`src/rtl/core/ipbd_pkg.sv`:
```
// ----------------------------------------------------------------------------
// ipbd_pkg: shared types and constants of the box-filter image pyramid
// Field widths, port widths, register indexes and the per-cell link types.
// ----------------------------------------------------------------------------
package ipbd_pkg;

  localparam int PIX_W       = 8;   // pixel value
  localparam int PAIR_W      = 9;   // sum of two pixels
  localparam int SUM_W       = 10;  // sum of four pixels
  localparam int POS_W       = 10;  // column and row of a result
  localparam int LVL_W       = 3;   // level field of a result
  localparam int CNT_W       = 3;   // results carried by one slot
  localparam int CFG_IDX_W   = 2;
  localparam int CFG_DATA_W  = 12;
  localparam int CFG_LEVEL_W = 3;
  localparam int CFG_SIZE_W  = 12;
  localparam int IN_TDATA_W  = 8;
  localparam int OUT_TDATA_W = 32;
  localparam int OUT_TUSER_W = 4;

  // Slots of finished results that wait for the output port.
  localparam int SLOT_DEPTH = 4;

  localparam int DEF_MAX_WIDTH  = 2048;
  localparam int DEF_MAX_HEIGHT = 2048;
  localparam int DEF_MAX_LEVELS = 5;

  localparam logic [CFG_LEVEL_W-1:0] RST_LEVEL_COUNT  = 3'd4;
  localparam logic [CFG_SIZE_W-1:0]  RST_FRAME_WIDTH  = 12'd640;
  localparam logic [CFG_SIZE_W-1:0]  RST_FRAME_HEIGHT = 12'd480;

  typedef enum logic [CFG_IDX_W-1:0] {
    REG_LEVEL_COUNT  = 2'd0,
    REG_FRAME_WIDTH  = 2'd1,
    REG_FRAME_HEIGHT = 2'd2
  } reg_idx_t;

  // One produced pyramid pixel.
  typedef struct packed {
    logic [PIX_W-1:0] pix;
    logic [POS_W-1:0] col;
    logic [POS_W-1:0] row;
    logic             done;
  } res_t;

  // Control that every cell of the chain sees.
  typedef struct packed {
    logic adv;      // the whole chain moves one step
    logic restart;  // frame restart after a register write
  } ctl_t;

  // Slot header handed from one cell to the next.
  typedef struct packed {
    logic             vld;  // slot holds an accepted input word
    logic             hit;  // a pixel arrives at the receiving level
    logic [CNT_W-1:0] cnt;  // results gathered so far
  } slot_t;

endpackage

```
`src/rtl/core/ipbd_out.sv`:
```
// ----------------------------------------------------------------------------
// ipbd_out: result slot queue and output serializer
// Holds finished slots of one to several results and sends their results
// one word per cycle while m_axis_tready is high; tlast marks a slot's last.
// ----------------------------------------------------------------------------
module ipbd_out import ipbd_pkg::*; #(
  parameter int NRES = DEF_MAX_LEVELS - 1
) (
  input  logic                   clk,
  input  logic                   rst,
  input  logic                   push,
  input  res_t [NRES-1:0]        push_res,
  input  logic [CNT_W-1:0]       push_cnt,
  output logic                   full,
  output logic                   m_axis_tvalid,
  input  logic                   m_axis_tready,
  output logic [OUT_TDATA_W-1:0] m_axis_tdata,
  output logic [OUT_TUSER_W-1:0] m_axis_tuser,
  output logic                   m_axis_tlast
);

  localparam int PW = $clog2(SLOT_DEPTH);
  localparam int SW = (NRES > 1) ? $clog2(NRES) : 1;

  res_t [NRES-1:0]  q_res [SLOT_DEPTH];
  logic [CNT_W-1:0] q_cnt [SLOT_DEPTH];
  logic [PW-1:0]    wp;
  logic [PW-1:0]    rp;
  logic [PW:0]      fill;
  logic [SW-1:0]    sidx;

  res_t             head;
  logic             step;
  logic             pop;
  logic [LVL_W-1:0] level;

  assign head  = q_res[rp][sidx];
  assign level = LVL_W'(sidx) + LVL_W'(1);

  assign full          = fill == (PW + 1)'(SLOT_DEPTH);
  assign m_axis_tvalid = fill != '0;
  assign m_axis_tlast  = (CNT_W'(sidx) + CNT_W'(1)) == q_cnt[rp];
  assign m_axis_tdata  = OUT_TDATA_W'({head.row, head.col, head.pix});
  assign m_axis_tuser  = {head.done, level};

  assign step = m_axis_tvalid && m_axis_tready;
  assign pop  = step && m_axis_tlast;

  always_ff @(posedge clk) begin
    if (push) begin
      q_res[wp] <= push_res;
      q_cnt[wp] <= push_cnt;
    end
  end

  always_ff @(posedge clk) begin
    if (rst) begin
      wp   <= '0;
      rp   <= '0;
      fill <= '0;
      sidx <= '0;
    end else begin
      if (push) begin
        wp <= wp + PW'(1);
      end
      if (pop) begin
        rp <= rp + PW'(1);
      end
      if (push && !pop) begin
        fill <= fill + (PW + 1)'(1);
      end else if (pop && !push) begin
        fill <= fill - (PW + 1)'(1);
      end
      if (step) begin
        sidx <= m_axis_tlast ? '0 : sidx + SW'(1);
      end
    end
  end

endmodule

```
`config.mk`:
```
export PLATFORM = sky130hd
export DESIGN_NAME = ipbd_out
export DESIGN_NICKNAME = d
export VERILOG_FILES = /design/src/rtl/core/ipbd_pkg.sv /design/src/rtl/core/ipbd_out.sv
export SDC_FILE = /design/constraint.sdc
export NUM_CORES = 1
export LEC_CHECK = 0
export BUFFER_PORTS_ARGS = -buffer_cell sky130_fd_sc_hd__buf_2
export CAP_MARGIN = 0
export CORE_MARGIN = 1.5
export CORE_UTILIZATION = 35
export DETAILED_ROUTE_END_ITERATION = 12
export GPL_ROUTABILITY_DRIVEN = 1
export PLACE_DENSITY_LB_ADDON = 0.25
export RECOVER_POWER = 50
export SLEW_MARGIN = 0
export SYNTH_ARGS = -nofsm -noshare
export SYNTH_HDL_FRONTEND = slang
export SYNTH_SLANG_ARGS = --single-unit
export TNS_END_PERCENT = 100
```
`constraint.sdc`:
```
create_clock -name clk -period 5 [get_ports clk]
set_input_delay 0 -clock clk [delete_from_list [all_inputs] [get_ports clk]]
set_output_delay 0 -clock clk [all_outputs]
set_load 0.01 [all_outputs]
```
## Word-level counts from Yosys, hierarchy flattened

Memory sizes are Yosys's and may differ from the RTL's. A register that Yosys moved wholly into a read port is not among the register bits.
Index checks and enable logic that the tools add are counted.

- Logic and storage cells: 34
- Memory bits (writable): 476
- Latch bits: 0
- Memories: 2
- Memory bits (read-only): 0
- Bits in registers: 9

Memory list:

| memory | depth | bits a word | rd ports | clocked after memory_dff | wr ports | line | source |
|---|---|---|---|---|---|---|---|
| q_res | 4 | 116 | 1 | 1 | 1 | ipbd_out.sv:25 | `res_t [NRES-1:0] q_res [SLOT_DEPTH];` |
| q_cnt | 4 | 3 | 1 | 1 | 1 | ipbd_out.sv:26 | `logic [CNT_W-1:0] q_cnt [SLOT_DEPTH];` |

- Multiply operators: 0
- Muxes and demuxes: 11
- Reductions and logical operators: 8
- Shift operators: 0
- $lt $le $gt $ge: 1
- Eq/ne operators: 2
- $add $sub $neg: 6
- Bitwise logic cells: 0
- Divide/modulo/power cells: 0

Operator list:

| cell | number |
|---|---|
| $bmux 29 s2 | 1 |
| $mux 29 | 1 |
| $mux 2 | 5 |
| $add 2x1->2 const B | 3 |
| $mux 3 | 2 |
| $logic_and 1x1->1 | 4 |
| $add 2x1->3 const B | 1 |
| $add 3x1->3 const B | 1 |
| $eq 3x3->1 | 1 |
| $eq 3x3->1 const B | 1 |
| $lt 2x3->1 const B | 1 |
| $reduce_bool 3->1 | 1 |
| $sub 3x1->3 const B | 1 |
| $logic_not 1->1 | 2 |
| $mux 1 | 2 |
| $reduce_bool 2->1 | 1 |

## Depth between registers and ports, before layout

- Depth in word-level cells: 6
- Mapped depth: 12
- Depth with buffers taken out: 12

## Worst setup path before layout

Ideal clock, no wire load.

- Path type: reg2reg
- From: register wp[0]
- To: memory q_cnt[0][0], enable pin
- Path slack: 1230 ps
- Arrival time: 3279 ps
- Clock period less this slack: 3770 ps
- Stages on the path, launching flop included: 4
- Library setup time: 492 ps
- Path through: dfxtp_1 > inv_1 > ha_1 > and2_1

RTL lines:

| what | line | source |
|---|---|---|
| start, declared | ipbd_out.sv:27 | `logic [PW-1:0] wp;` |
| start signal, assigned | ipbd_out.sv:64 | `wp <= wp + PW'(1);` |
| end, declared | ipbd_out.sv:26 |  |

No word-level cell before the write port.

==> report_table.html <==
<table>
<tr><th>Metric</th><th>Value</th></tr>
<tr><th colspan="2">Run status</th></tr>
<tr><td>Status</td><td>finished, violations left</td></tr>
<tr><td>Violations in the final reports</td><td>capacitance limit, slew limit</td></tr>
<tr><th colspan="2">Power</th></tr>
<tr><td>Logic pwr share</td><td>11.0%</td></tr>
<tr><td>Sw Ratio</td><td>22.5%</td></tr>
<tr><td>Reported net switching power</td><td>roughly 2.1 mW</td></tr>
<tr><td>Clk pwr share</td><td>37.3%</td></tr>
<tr><td>Static leakage</td><td>7.06 nW</td></tr>
<tr><td>Power share of the sequential group</td><td>51.7%</td></tr>
<tr><td>Total internal power</td><td>7.16 mW</td></tr>
<tr><td>Max VDD drop</td><td>roughly 0.00028 V</td></tr>
<tr><td>Pwr dens</td><td>407 nW/um^2</td></tr>
<tr><th colspan="2">Finish</th></tr>
<tr><td>Multi-input gate area</td><td>approximately 3800 um^2</td></tr>
<tr><td>Number of nets in the layout</td><td>approximately 1200</td></tr>
<tr><td>Number of antenna cells inserted</td><td>0</td></tr>
<tr><td>Non-filler cells in the finished layout</td><td>1774</td></tr>
<tr><td>Top library cells by usage in the layout, fill and taps aside</td><td>476 x edfxtp_1, 146 x mux4_2, 132 x clkbuf_1, 123 x dlygate4sd3_1, 52 x clkbuf_16</td></tr>
<tr><td>Register area</td><td>14500 um^2</td></tr>
<tr><td>Leading cell type in the layout, fill and taps excluded</td><td>edfxtp_1</td></tr>
<tr><td>Area growth from synthesis to layout</td><td>22.8%</td></tr>
<tr><td>Number of filler cells placed in the layout</td><td>around 4500</td></tr>
<tr><td>Layout cell share with drive strength beyond 1</td><td>between 20 and 30%</td></tr>
<tr><th colspan="2">Synthesis</th></tr>
<tr><td>Post-synth cell types</td><td>31</td></tr>
<tr><td>Most used flip-flop cell after synthesis</td><td>edfxtp_1</td></tr>
<tr><td>Share of flip-flops with an asynchronous set or reset</td><td>0%</td></tr>
<tr><td>Gate Count Post-Synth</td><td>737</td></tr>
<tr><td>Top cells by area in the synthesized netlist</td><td>edfxtp_1 77%, mux4_2 18%, dfxtp_1 1.2%</td></tr>
<tr><td>Synth warn</td><td>0</td></tr>
<tr><td>Average instance area after synthesis</td><td>25.1 um^2</td></tr>
<tr><td>Number of flops mapped to enable cells by yosys</td><td>between 400 and 500</td></tr>
<tr><td>Number of storage elements in the synthesis netlist</td><td>487</td></tr>
<tr><td>Biggest area consumer among synthesized cells</td><td>edfxtp_1</td></tr>
<tr><td>Fraction of post-synthesis cell area in the top cell type by area</td><td>77.2%</td></tr>
<tr><td>Synth Cell Area</td><td>roughly 19000 um^2</td></tr>
<tr><td>Sequential-to-total area share from yosys stat</td><td>a little under 80%</td></tr>
<tr><th colspan="2">Timing</th></tr>
<tr><td>Final max-slew violation count</td><td>between 40 and 50</td></tr>
<tr><td>Slew headroom</td><td>-8.11%</td></tr>
<tr><td>Achievable frequency</td><td>approximately 300 MHz</td></tr>
<tr><td>Crit share post-route</td><td>65.7%</td></tr>
<tr><td>Final critical delay including setup and external delays</td><td>3280 ps</td></tr>
<tr><td>Transition time of the tightest slew-check pin</td><td>approximately 1600 ps</td></tr>
<tr><td>Final Hold Fails</td><td>0</td></tr>
<tr><td>Final Worst Setup Slack</td><td>1720 ps</td></tr>
<tr><td>Accumulated negative setup slack</td><td>0 ps</td></tr>
<tr><td>Setup-failing EPs final</td><td>0</td></tr>
<tr><td>RSZ-0062 raised after global routing</td><td>false</td></tr>
<tr><td>Final setup skew</td><td>20.2 ps</td></tr>
<tr><th colspan="2">GRT</th></tr>
<tr><td>Number of global-route vias before repair</td><td>between 9000 and 10000</td></tr>
<tr><td>Remaining global-route overflow</td><td>0</td></tr>
<tr><td>Met2 Track Usage GR</td><td>22.9%</td></tr>
<tr><td>Met1 Use GR</td><td>18.5%</td></tr>
<tr><td>Met3 layer usage reported by global route</td><td>2.89%</td></tr>
<tr><td>Busiest layer in global routing</td><td>met2</td></tr>
<tr><td>Number of antenna violations at the first check in global routing</td><td>2</td></tr>
<tr><td>Maximum number of pins on one net before global-route repair</td><td>69</td></tr>
<tr><td>Global Route Usage Sum</td><td>14.0%</td></tr>
<tr><td>Wire length of the first global-routing pass</td><td>about 56000 um</td></tr>
<tr><th colspan="2">Setup path</th></tr>
<tr><td>Startpoint-to-endpoint class of the critical path</td><td>flip-flop to output pin</td></tr>
<tr><td>Worst flop-to-flop path startpoint</td><td>wp[0]</td></tr>
<tr><td>Number of cells traversed by the worst register-to-register path</td><td>3</td></tr>
<tr><td>CP startpoint kind</td><td>flip-flop</td></tr>
<tr><td>Crit path DAT</td><td>3280 ps</td></tr>
<tr><td>Maximum net fanout on the critical path</td><td>43</td></tr>
<tr><td>Data required time at the worst endpoint</td><td>approximately 5000 ps</td></tr>
<tr><td>Kind of capture point of the worst setup path</td><td>output pin</td></tr>
<tr><th colspan="2">Clock tree</th></tr>
<tr><td>Total number of clock tree sinks</td><td>between 400 and 500</td></tr>
<tr><td>Max H-tree Level</td><td>2</td></tr>
<tr><td>Clock edge transition at the registers on the reported setup and hold paths</td><td>60 ps</td></tr>
<tr><td>TritonCTS clock tree</td><td>yes</td></tr>
<tr><td>Largest buffer count on any clock path</td><td>3</td></tr>
<tr><td>Clk_lat worst skew</td><td>590 ps</td></tr>
<tr><td>Inserted Clock Buffers</td><td>between 50 and 60</td></tr>
<tr><td>Root cell of the clock tree</td><td>clkbuf_16</td></tr>
<tr><th colspan="2">Floorplan</th></tr>
<tr><td>Height of the chip</td><td>233 um</td></tr>
<tr><td>Floorplan row count</td><td>84</td></tr>
<tr><td>Total core area</td><td>52400 um^2</td></tr>
<tr><td>Ports placed on the boundary</td><td>162</td></tr>
<tr><td>Die Wd</td><td>233 um</td></tr>
<tr><td>Die Area</td><td>54300 um^2</td></tr>
<tr><td>Initial cell density of the core</td><td>35.3%</td></tr>
<tr><th colspan="2">Detailed routing</th></tr>
<tr><td>Average wire per cell in the routed design</td><td>20.9 um</td></tr>
<tr><td>Post-detailed-routing wire length</td><td>37100 um</td></tr>
<tr><td>Number of vias per cell</td><td>4.85</td></tr>
<tr><td>Count of antenna-violating nets left after detailed routing</td><td>0</td></tr>
<tr><td>Number of design rule violations left after detail routing</td><td>0</td></tr>
<tr><td>Number of vias after detailed routing</td><td>8601</td></tr>
<tr><td>Detailed-routing iteration count for the pre-antenna-repair pass</td><td>6</td></tr>
<tr><td>Initial detailed-routing violation count</td><td>529</td></tr>
<tr><th colspan="2">Flow run</th></tr>
<tr><td>Maxcap violations</td><td>2</td></tr>
<tr><th colspan="2">Placement</th></tr>
<tr><td>Half-perimeter wire length after placement</td><td>20600 um</td></tr>
<tr><td>Gpl congestion</td><td>~0.66</td></tr>
<tr><td>Minimum setup slack after placement</td><td>1960 ps</td></tr>
<tr><td>Count of buffers inserted at the top-level ports</td><td>157</td></tr>
<tr><td>Number of cells after detailed placement</td><td>1559</td></tr>
<tr><th colspan="2">Hold path</th></tr>
<tr><td>Min-delay worst type</td><td>input pin to flip-flop</td></tr>
<tr><td>Startpoint of the tightest hold check path</td><td>push_res[46]</td></tr>
<tr><td>Worst hold path depth</td><td>2</td></tr>
</table>
## cells in the mapped netlist (2+ instances only)
cell      count
dfxtp_1      11
xor2_1        2
clkbuf_1     16
xnor2_1       2
mux4_2      146
mux2_2        5
ha_1          6
inv_1         6
nor2b_1       3
mux2i_1       7
or3_1         4
buf_4         6
buf_2        17
nand2_1       3
o21ai_0       2
nor2_1        7
and2_1        5
edfxtp_1    476
## final cells by class
class,instances,area share [%]
Timing Repair Buffer,293,8.82
Multi-Input combinational cell,208,16.7
Clock inverter,27,0.705
Clock buffer,65,5.94
Sequential cell,487,63.9
Inverter,6,0.0991
Tap cell,688,3.79
## power by group through the flow
stage	Combinational, mW	Clock [mW]	Sequential (mW)
6_report	1.02	3.45	4.78
5_1_grt	1.11	3.72	4.80
4_1_cts	1.06	3.57	4.78
3_5_place_dp	0.981	0	4.87
3_3_place_gp	0.978	0	4.86
2_1_floorplan	0.647	0	4.83
## flip-flops by register name (all words and copies together) (netlist names), named ones only
register / flops
q_cnt: 12
fill: 3
sidx: 2
rp: 2
q_res: 464
wp: 2
## routing by layer
metal  up-vias  share of wire [%]
met5         -              0.046
met4         4                2.2
li1       3808                  -
met2       184                 49
met1      4541                 44
met3        64                4.6
## final timing paths
kind                            to  slack (ps)
setup / recovery  m_axis_tdata[26]        1720
hold / removal        q_res[0][46]         210
setup reg to reg      q_res[3][42]        1920
hold reg to reg            fill[2]         500
## cell families after synthesis
kind of cell,share of synthesized area [%]
adders and majority gates,0.514
and+or+nand+nor,0.926
AOI/OAI and AO/OA,0.250
xor gates and xnor gates,0.189
DFF,78.4
other,0.0203
buffers and inverters,1.15
muxes,18.5
## worst max-delay path, stage by stage (launching register included)
cell	delay [ps]
dfxtp_4	610
buf_4	780
mux4_2	600
mux4_2	500
buf_2	160
## stage by stage
stage / hold WS (ps) / power, mW / utilization (%) / instance area, um^2
5_1_grt: 195 / 9.62 / 43.3 / 22700
6_report: 214 / 9.25 / 43.3 / 22700
2_1_floorplan: 98.9 / 5.48 / - / 18500
3_5_place_dp: 216 / 5.85 / 38.4 / 20100
3_3_place_gp: 213 / 5.84 / 38.4 / 20100
4_1_cts: 112 / 9.42 / 43.6 / 22900
## what timing repair did
action	4_1_cts	5_1_grt
endpoints found under the setup margin	0	0
hold endpoints to repair	487	0
buffers inserted	0	0
hold buffers	123	0
gates resized for setup	0	0
Note: power is estimated with default switching activity, not from simulation.
